## src/design/rle565_pkg.sv

```systemverilog
package rle565_pkg;

	localparam logic [7:0] TypeCompressed = 8'h01;
	localparam int unsigned RepeatBit = 5;

	localparam int unsigned ColorW = 16;
	localparam int unsigned RunW = 9;
	localparam int unsigned CountW = 32;

	typedef enum logic [2:0] {
		PH_TYPE,
		PH_WIDTH_HI,
		PH_WIDTH_LO,
		PH_HEIGHT_HI,
		PH_HEIGHT_LO,
		PH_COLOR_HI,
		PH_COLOR_LO,
		PH_COUNT
	} phase_t;

	typedef struct packed {
		logic [ColorW-1:0] color;
		logic [RunW-1:0] run_length;
		logic last;
	} run_t;

endpackage

```

## src/design/rle565_in_stage.sv

```systemverilog
module rle565_in_stage import rle565_pkg::*; (
	input logic clk,
	input logic arst_n,
	input logic in_valid,
	input logic [7:0] in_byte,
	output logic in_stall,
	input logic advance_ok,
	output logic fire,
	output logic [7:0] byte_s1
);

	logic valid_s1;
	logic accept;

	assign fire = valid_s1 && advance_ok;
	assign in_stall = valid_s1 && !advance_ok;
	assign accept = in_valid && !in_stall;

	always_ff @(posedge clk or negedge arst_n) begin
		if (!arst_n) begin
			valid_s1 <= 1'b0;
		end else if (accept) begin
			valid_s1 <= 1'b1;
		end else if (fire) begin
			valid_s1 <= 1'b0;
		end
	end

	always_ff @(posedge clk) begin
		if (accept) begin
			byte_s1 <= in_byte;
		end
	end

endmodule

```

## src/design/rle565_decode.sv

```systemverilog
module rle565_decode import rle565_pkg::*; (
	input logic clk,
	input logic arst_n,
	input logic fire,
	input logic [7:0] byte_s1,
	output logic res_valid,
	output run_t res
);

	phase_t phase_q, phase_d;
	logic comp_q, comp_d;
	logic [15:0] width_q, width_d;
	logic [7:0] height_high_q, height_high_d;
	logic [CountW-1:0] pixels_left_q, pixels_left_d;
	logic [7:0] color_high_q, color_high_d;
	logic [7:0] color_low_q, color_low_d;

	logic [15:0] height;
	logic [RunW-1:0] len;
	logic [RunW-1:0] n;
	logic [CountW-1:0] rem;
	logic emit;

	assign height = {height_high_q, byte_s1};

	always_comb begin
		len = (phase_q == PH_COUNT) ? ({1'b0, byte_s1} + RunW'(1)) : RunW'(1);
		n = ({{(CountW-RunW){1'b0}}, len} > pixels_left_q) ? pixels_left_q[RunW-1:0] : len;
		rem = pixels_left_q - {{(CountW-RunW){1'b0}}, n};
	end

	always_comb begin
		phase_d = phase_q;
		comp_d = comp_q;
		width_d = width_q;
		height_high_d = height_high_q;
		pixels_left_d = pixels_left_q;
		color_high_d = color_high_q;
		color_low_d = color_low_q;
		emit = 1'b0;
		unique case (phase_q)
			PH_TYPE: begin
				comp_d = (byte_s1 == TypeCompressed);
				phase_d = PH_WIDTH_HI;
			end
			PH_WIDTH_HI: begin
				width_d = {byte_s1, 8'h00};
				phase_d = PH_WIDTH_LO;
			end
			PH_WIDTH_LO: begin
				width_d = {width_q[15:8], byte_s1};
				phase_d = PH_HEIGHT_HI;
			end
			PH_HEIGHT_HI: begin
				height_high_d = byte_s1;
				phase_d = PH_HEIGHT_LO;
			end
			PH_HEIGHT_LO: begin
				pixels_left_d = width_q * height;
				phase_d = (width_q == 16'd0 || height == 16'd0) ? PH_TYPE : PH_COLOR_HI;
			end
			PH_COLOR_HI: begin
				color_high_d = byte_s1;
				phase_d = PH_COLOR_LO;
			end
			PH_COLOR_LO: begin
				color_low_d = byte_s1;
				if (comp_q) begin
					color_low_d[RepeatBit] = 1'b1;
				end
				if (comp_q && byte_s1[RepeatBit]) begin
					phase_d = PH_COUNT;
				end else begin
					emit = 1'b1;
				end
			end
			PH_COUNT: begin
				emit = 1'b1;
			end
			default: begin
				phase_d = PH_TYPE;
			end
		endcase
		if (emit) begin
			pixels_left_d = rem;
			phase_d = (rem == '0) ? PH_TYPE : PH_COLOR_HI;
		end
	end

	assign res_valid = fire && emit;
	assign res.color = {color_high_q, color_low_d};
	assign res.run_length = n;
	assign res.last = (rem == '0);

	always_ff @(posedge clk or negedge arst_n) begin
		if (!arst_n) begin
			phase_q <= PH_TYPE;
			comp_q <= 1'b0;
			pixels_left_q <= '0;
		end else if (fire) begin
			phase_q <= phase_d;
			comp_q <= comp_d;
			pixels_left_q <= pixels_left_d;
		end
	end

	always_ff @(posedge clk) begin
		if (fire) begin
			width_q <= width_d;
			height_high_q <= height_high_d;
			color_high_q <= color_high_d;
			color_low_q <= color_low_d;
		end
	end

endmodule

```

## src/design/rle565_out_stage.sv

```systemverilog
module rle565_out_stage import rle565_pkg::*; (
	input logic clk,
	input logic arst_n,
	input logic load,
	input run_t res,
	output logic advance_ok,
	output logic out_valid,
	input logic out_stall,
	output run_t out_res
);

	logic valid_q;
	run_t res_q;

	assign advance_ok = !valid_q || !out_stall;
	assign out_valid = valid_q;
	assign out_res = res_q;

	always_ff @(posedge clk or negedge arst_n) begin
		if (!arst_n) begin
			valid_q <= 1'b0;
		end else if (advance_ok) begin
			valid_q <= load;
		end
	end

	always_ff @(posedge clk) begin
		if (advance_ok && load) begin
			res_q <= res;
		end
	end

endmodule

```

## src/design/rle_rgb565_image_decoder_core.sv

```systemverilog
// Decodes an RGB565 image byte stream (5-byte header, then pixel pairs, optional run
// counts in type 1 streams) into colored runs. Takes one byte per cycle with no gaps
// unless the output stalls; the run that a beat completes passes the input register
// and then the result register. Header and color-high beats give no run.
module rle_rgb565_image_decoder_core import rle565_pkg::*; (
	input logic clk,
	input logic arst_n,
	input logic data_valid,
	output logic data_stall,
	input logic [7:0] data_byte,
	output logic pixel_valid,
	input logic pixel_stall,
	output logic [ColorW-1:0] pixel_color,
	output logic [RunW-1:0] run_length,
	output logic last_run
);

	logic advance_ok;
	logic fire;
	logic [7:0] byte_s1;
	logic res_valid;
	run_t res;
	run_t out_res;

	rle565_in_stage u_in (
		.clk(clk),
		.arst_n(arst_n),
		.in_valid(data_valid),
		.in_byte(data_byte),
		.in_stall(data_stall),
		.advance_ok(advance_ok),
		.fire(fire),
		.byte_s1(byte_s1)
	);

	rle565_decode u_dec (
		.clk(clk),
		.arst_n(arst_n),
		.fire(fire),
		.byte_s1(byte_s1),
		.res_valid(res_valid),
		.res(res)
	);

	rle565_out_stage u_out (
		.clk(clk),
		.arst_n(arst_n),
		.load(res_valid),
		.res(res),
		.advance_ok(advance_ok),
		.out_valid(pixel_valid),
		.out_stall(pixel_stall),
		.out_res(out_res)
	);

	assign pixel_color = out_res.color;
	assign run_length = out_res.run_length;
	assign last_run = out_res.last;

	a_run_nonzero: assert property (@(posedge clk) disable iff (!arst_n)
		pixel_valid |-> run_length != '0)
		else $error("zero-length run");

	a_run_max: assert property (@(posedge clk) disable iff (!arst_n)
		pixel_valid |-> run_length <= RunW'(256))
		else $error("run too long");

	a_stall_only_blocked: assert property (@(posedge clk) disable iff (!arst_n)
		data_stall |-> pixel_valid && pixel_stall)
		else $error("input stalled without output backpressure");

endmodule

```

## config.mk

```make
export PLATFORM = sky130hd
export DESIGN_NAME = rle_rgb565_image_decoder_core
export DESIGN_NICKNAME = d
export VERILOG_FILES = /design/src/design/rle565_pkg.sv /design/src/design/rle565_in_stage.sv /design/src/design/rle565_decode.sv /design/src/design/rle565_out_stage.sv /design/src/design/rle_rgb565_image_decoder_core.sv
export SDC_FILE = /design/constraint.sdc
export NUM_CORES = 1
export LEC_CHECK = 0
export ABC_AREA = 1
export BUFFER_PORTS_ARGS = -buffer_cell sky130_fd_sc_hd__clkbuf_2
export CAP_MARGIN = 40
export CORE_MARGIN = 4
export CORE_UTILIZATION = 40
export DETAILED_ROUTE_END_ITERATION = 6
export PLACE_DENSITY_LB_ADDON = 0.15
export SYNTH_ARGS = -nofsm -noshare
export SYNTH_HDL_FRONTEND = slang
export SYNTH_SLANG_ARGS = --single-unit
```

## constraint.sdc

```tcl
create_clock -name clk -period 10 [get_ports clk]
set_clock_uncertainty 0.2 [all_clocks]
set_input_delay 0 -clock clk [delete_from_list [all_inputs] [get_ports clk]]
set_output_delay 0 -clock clk [all_outputs]
set_load 0.05 [all_outputs]
```

==> results of run 1 <==
-- synth_stat cells (7+ instances only) --
library cell | n | area, um2
edfxtp_1 | 74 | 2222
nor4_1 | 9 | 56.30
nand2_1 | 440 | 1652
nor2_1 | 113 | 424.2
clkbuf_1 | 69 | 259.0
ha_1 | 123 | 1539
nor3_1 | 14 | 70.07
fa_1 | 195 | 3904
xnor2_1 | 8 | 70.07
o211ai_1 | 7 | 52.55
nand4_1 | 26 | 162.7
a31oi_1 | 18 | 112.6
xor2_1 | 16 | 140.1
inv_1 | 438 | 1644
a21oi_1 | 59 | 295.3
o22ai_1 | 8 | 50.05
nand3_1 | 40 | 200.2
o21ai_0 | 65 | 325.3
dfrtp_1 | 38 | 950.9
-- worst max-delay path, cell delays in order (launching register included) --
cell and delay (ns):
edfxtp_1 0.93, nand2_1 0.18, fa_1 0.57, inv_1 0.05, fa_1 0.54, inv_1 0.05
fa_1 0.48, fa_1 0.54, inv_1 0.05, fa_1 0.49, inv_1 0.05, fa_1 0.48
inv_1 0.06, ha_1 0.35, nand2_1 0.09, o21ai_1 0.21, inv_1 0.07, o21ai_1 0.19
inv_1 0.06, o21ai_1 0.24, nand4_1 0.13, o211ai_1 0.16, nand4_1 0.17, nand3_1 0.10
nand3_1 0.09, o211ai_1 0.11, o21ai_0 0.10
-- cell families after synthesis --
kind of cell	after synthesis	share of synthesized area
compound gates	181	0.06878
xor+xnor	24	0.01432
fa+ha+maj	318	0.3707
buf+inv	524	0.1354
flops	112	0.2161
simple gates	673	0.1946
-- sequential cells by signal, indices dropped and copies added, names as in the netlist --
signal,count
u_dec.phase_q,3
u_dec.comp_q,1
u_dec.color_high_q,8
u_in.valid_s1,1
u_dec.pixels_left_q,32
u_out.out_valid,1
u_dec.width_q,16
u_dec.height_high_q,8
u_dec.color_low_q,8
u_in.byte_s1,8
u_out.out_res,26
-- routing by layer --
| layer | track usage | up-vias |
|---|---|---|
| met5 | 0 | - |
| met4 | 0.04553 | 0 |
| met3 | 0.02411 | 41 |
| met2 | 0.3253 | 268 |
| met1 | 0.2983 | 5719 |
| li1 | - | 5565 |
-- worst max-delay path by stage --
stage / endpoint / cells past startpoint / slack, ns / from
2_1_floorplan: u_dec.pixels_left_q[25] / 28 / 3.74 / u_in.byte_s1[2]
3_3_place_gp: u_dec.pixels_left_q[31] / 23 / 3.08 / u_in.byte_s1[4]
3_5_place_dp: u_dec.pixels_left_q[25] / 26 / 3.14 / u_in.byte_s1[2]
4_1_cts: u_dec.pixels_left_q[25] / 26 / 3.11 / u_in.byte_s1[2]
5_1_grt: u_dec.phase_q[2] / 44 / 2.39 / u_in.byte_s1[2]
6_report: u_dec.pixels_left_q[25] / 26 / 3.10 / u_in.byte_s1[1]
-- stage by stage --
step	hold WS [ns]	utilization
4_1_cts	0.06119	0.4380
2_1_floorplan	-0.4956	-
6_report	0.03358	0.4382
3_5_place_dp	-0.07950	0.4262
3_3_place_gp	-0.07334	0.4236
5_1_grt	0.1134	0.4382
-- repair_timing --
action,4_1_cts,5_1_grt
endpoints found under the hold margin,48,0
endpoints found under the setup margin,0,0
hold buffers,11,0
-- final cells by class --
type,count,share of cell area
Clock buffer,9,0.01431
Tap cell,461,0.03665
Inverter,442,0.1054
Clock inverter,7,0.005486
Sequential cell,112,0.2016
Timing Repair Buffer,66,0.03053
Multi-Input combinational cell,1196,0.6059
-- cell usage in the layout (no fill, tap or decap), drive strengths merged --
cell         count
o22ai            8
inv            445
a221o            1
o21a             2
a41oi            1
nor2           119
nand2          446
nand3           47
o211ai           7
a21o             2
nor4            10
xnor2            8
o21bai           2
dfrtp           38
a211oi           3
ha             123
o21ai           72
a311oi           1
nor3            16
a22oi            3
edfxtp          74
o221ai           2
or3b             1
buf             16
a31oi           18
nand3b           3
nand4           27
clkbuf          48
or2              4
a21oi           59
clkinv           3
xor2            16
fa             195
dlygate4sd3     11
bufinv           1
==> impl_results.md, run 1 <==
* Max cap viols at 0
* Tmin final at just under 7 ns
* First-pass GRT wire length at 64.56 mm
* Slew @ Worst Pin at between 0.9 and 1 ns
* Slew HR at 0.3670
* Post-cts resize count at 0
* Highest clock rate at 144.9 MHz
* Antenna violations before repair at 0
* Starting DRT DRC Count at 712
* Vias per cell at 5.056
* CTS tree: built
* Reg area at 3173 um2
* Worst EP required at 10.04 ns
* Cell variety after synth at 47
* Synthesized area at roughly 15,000 um2
* Pre-CTS setup slack at between 3 and 4 ns
* Met1 WL at roughly 19 mm
* Number of cells after detailed placement at 2,265
* Min-Delay Path Class: primary input to async pin
* Ys Warns at 0
* RSZ-0062 raised after global routing: false
* Post-CTS Setup Bufs at 0
* Antenna Diode Count at 0
* Final GP Congestion at 0.8587
* Predominant post-synthesis flop cell: edfxtp_1
* Die Y-Extent at ~200 um
* Final hold vios at 0
* Final setup vio count at 0
* FF-to-FF Start: u_in.byte_s1[1]
* Grt ovf at 0
* Post-DP HPWL at 30.11 mm
* Post-layout net count at 2,157
* Drt pass-1 iters at 5
* Fin. max-slew vios at 0
* Row count at just under 70
* Port Buf Inserts at 39
* # IOs at 40
* Routed wire length at 38.25 mm
* Multi-input gate area at ~9500 um2
* Vias in the first global route at 12,170
* Reg clk slew, reported paths at roughly 0.09 ns
* Syn_nets at 2,162
* Status: finished, final reports clean
* Synth-to-Final Area Change at 7.193%
* Reg-to-reg critical path endpoint: u_dec.pixels_left_q[25]
* Post-synth EDFFs at 74
* Final period utilization at 0.6899
* Largest net degree at the start of global routing at between 50 and 60
* Post-synthesis sequential area ratio at 0.2161
* Critical path endpoint category: register
* Starting Density at 0.4088
* Filler cell count at 3,622
* Arrival time of the worst setup path at 6.94 ns
* Clk sinks at between 100 and 150
* Ys async rst share at 0.3393
* Die width at roughly 200 um
* Final Cell Area at 15,740 um2
* GRT Util Overall at 0.2034
* Antenna-violating nets left at 0
* Setup TNS Final at 0 ns
* Layout cells sized above 1 at 0.05786
* Placement-stage cell area at 15,310 um2
* Mean Syn Cell Area at about 8.0 um2
* # H-tree levels at 3
* Later-pin clock latency in the skew report at roughly 0.37 ns
* Startpoint types: register
* CP Class: register to register
* Setup ws final at 3.101 ns
* Non-Filler Instances at 2,293
* Die area at around 40,000 um2
* Longest Clk Path Bufs at 2
* Uppermost layer routed: met4
* Flops & latches, synth at 112
* Vias at between 10,000 and 15,000
* WL/cell at 16.68 um
* Critical Path Fanout Max at 21
* Core Box Area at 35,910 um2
* Post-Syn Instances at around 1,800
* DR DRC count at 0
* Wire length on met3 at 1.630 mm
* R2R cell count at 26
* Flop2flop setup slack at between 3 and 4 ns
* Met2 wire len at 17.35 mm
* CTS root buf: clkbuf_16
* Cts bufs inserted at 9
Power of run 1 is not shown: default switching activity piles up to over one toggle a cycle in this logic, so the estimate is an artifact.
==> run 2, diff against run 1 <==
- ABC_AREA: 1 -> 0
- clock period: 10 -> 5.9 ns (I/O delays scaled with it)
==> impl_results.md, run 2 <==
* Status: finished, violations left
* Violated checks: negative setup slack
* Cell variety after synth at 70
* CTS tree: built
* Final hold vios at 0
* Final core occ at 0.5127
* Grt ovf at 0
* Area leader, netlist: fa_1
* Mean Syn Cell Area at slightly above 9 um2
* Synth cell count leaders: inv_1 (260), nand2_1 (226), fa_1 (195), ha_1 (123), and2_1 (100)
* First-pass GRT wire length at roughly 67 mm
* Vias in the first global route at between 10,000 and 15,000
* Count leader, synth: inv_1
* Largest cells by area after synthesis: fa_1 (27%), edfxtp_1 (16%), ha_1 (11%)
* # H-tree levels at 3
* Most flops, register: u_dec.pixels_left_q
* Reg clk slew, reported paths at 0.09 ns
* Flop2flop setup slack at -0.48 ns
* Synth-to-Final Area Change at 26.94%
* # IOs at 40
* Max cap viols at 0
* Die Y-Extent at 197.3 um
* Tmin final at 6.377 ns
* Post-layout net count at 2,167
* Post-synth EDFFs at 74
* Vias at around 12,000
* RSZ-0062 raised after global routing: true
* Routed wire length at 40.13 mm
* Setup ws final at -0.4765 ns
* Post-synthesis sequential area ratio at 0.2214
* Startpoint types: register
* Final GP Congestion at 0.8733
* Clk sinks at 112
* Slew @ Worst Pin at 0.9929 ns
* Cts bufs inserted at 9
* Highest clock rate at 156.8 MHz
* Die width at 197.3 um
* Commonest non-fill, non-tap cell in the layout: buf_4
* Synthesized area at ~14,000 um2
* Final setup vio count at 21
* Arrival time of the worst setup path at 6.44 ns
* Non-Filler Instances at 2,303
* Vias per cell at roughly 5.1
* Min-Delay Path Class: primary input to async pin
* Number of cells after detailed placement at 2,244
* Starting Density at 0.4039
* Critical Path Fanout Max at 9
* Post-Syn Instances at 1,575
* Longest Clk Path Bufs at 2
* GRT Util Overall at 0.2140
* DR DRC count at 0
* Predominant post-synthesis flop cell: edfxtp_1
* WL/cell at 17.42 um
* Ys Warns at 0
* Port Buf Inserts at 39
* Ys async rst share at 0.3393
* Core Box Area at 35,480 um2
* Row count at 69
* CTS root buf: clkbuf_16
* Number of flip-flops in the largest register at 32
* Worst EP required at 5.96 ns
* Layout cells sized above 1 at 0.2492
* Die area at approximately 40,000 um2
* Largest net degree at the start of global routing at 39
* Hold_ws at 0.01280 ns
* Slew HR at 0.3320
* Syn_nets at 1,905
* Critical path endpoint category: register
* Starting DRT DRC Count at about 770
* Share of the synthesized area in the top cell type at 0.2724
* Fin. max-slew vios at 0
* Post-DP HPWL at 31.90 mm
* Drt pass-1 iters at 5
* Antenna-violating nets left at 0
* Highest-count cells in the layout ignoring fill and taps: buf_4 (256), inv_1 (248), nand2_1 (218), fa_1 (193), ha_1 (111)
* Later-pin clock latency in the skew report at 0.38 ns
* Flops & latches, synth at 112
* CP Class: register to register
* Final period utilization at 1.081
* Antenna Diode Count at 0
* Antenna violations before repair at 0
run 2: changes by cell type in the layout (fill, tap and decap cells not counted), sizes merged, moves of 13 or more:
cell / change
and2: +101
nor2: -32
o21ai: -23
a21o: +21
nand4: -18
inv: -181
xnor2: +14
nand2: -220
buf: +262
nand3: -32
a31oi: -13
run 2: kinds of logic after synthesis:
logic type      Yosys count  synth area share
fa+ha+maj               319            0.3804
mux                       9          0.006897
xor+xnor                 37           0.02261
compound gates          227            0.1014
simple gates            531            0.1775
flops                   112            0.2214
buf+inv                 340           0.08974
run 2: worst max-delay path: stages (launching register included):
cell and delay (ns):
edfxtp_1 0.40, buf_12 0.15, buf_4 0.11, nand2_1 0.07, fa_1 0.54, inv_1 0.06, fa_1 0.52, inv_1 0.05
fa_1 0.48, fa_1 0.56, fa_1 0.51, inv_1 0.05, fa_1 0.44, ha_1 0.33, and3_4 0.20, nand4_1 0.10
inv_1 0.06, a221oi_2 0.27, o31ai_2 0.13, a311o_1 0.33, a21o_1 0.18, a21oi_2 0.12, xnor2_1 0.09, a221o_1 0.28
run 2: layer usage:
metal | track usage | routed length [um] | up-vias
met5 | 0 | 0 | -
met4 | 0.04366 | 728 | 0
met3 | 0.02712 | 1564 | 44
met2 | 0.3435 | 18970 | 250
met1 | 0.3139 | 18860 | 5900
li1 | - | - | 5601
run 2: final timing paths:
| path | depth (start not counted) | to | start |
|---|---|---|---|
| setup reg to reg | 23 | u_dec.pixels_left_q[24] | u_in.byte_s1[1] |
| hold reg to reg | 0 | u_out.out_res[20] | u_dec.color_high_q[2] |
| max in group asynchronous | 3 | u_out.out_valid | arst_n |
| setup / recovery | 23 | u_dec.pixels_left_q[24] | u_in.byte_s1[1] |
| hold / removal | 3 | u_dec.pixels_left_q[26] | arst_n |
| min in group clk | 2 | u_in.byte_s1[4] | data_byte[4] |
run 2: final cells by class:
type                            instances  area, um2
Clock inverter                          6      91.34
Timing Repair Buffer                  329       2594
Fill cell                            3286      17290
Inverter                              261      987.2
Tap cell                              461      576.8
Clock buffer                           10      250.2
Multi-Input combinational cell       1124      10520
Sequential cell                       112       3173
run 2: metrics by stage:
step           setup TNS, ns  setup slack [ns]  area, um2
6_report              -5.392           -0.4765      18190
5_1_grt               -10.79           -0.7777      18190
4_1_cts               -5.843           -0.4826      17680
3_5_place_dp          -10.37           -0.5944      16950
3_3_place_gp          -10.28           -0.6097      16950
2_1_floorplan         -2.170           -0.4919      14630
run 2: what timing repair did:
action | in CTS | in global routing
setup endpoints to repair | 25 | 24
hold endpoints to repair | 56 | 0
buffers inserted | 13 | 17
hold buffers | 12 | 0
pin swaps | 26 | 37
gates cloned | 0 | 1
gates resized for setup | 40 | 78
Power of run 2 is left out for the same reason.
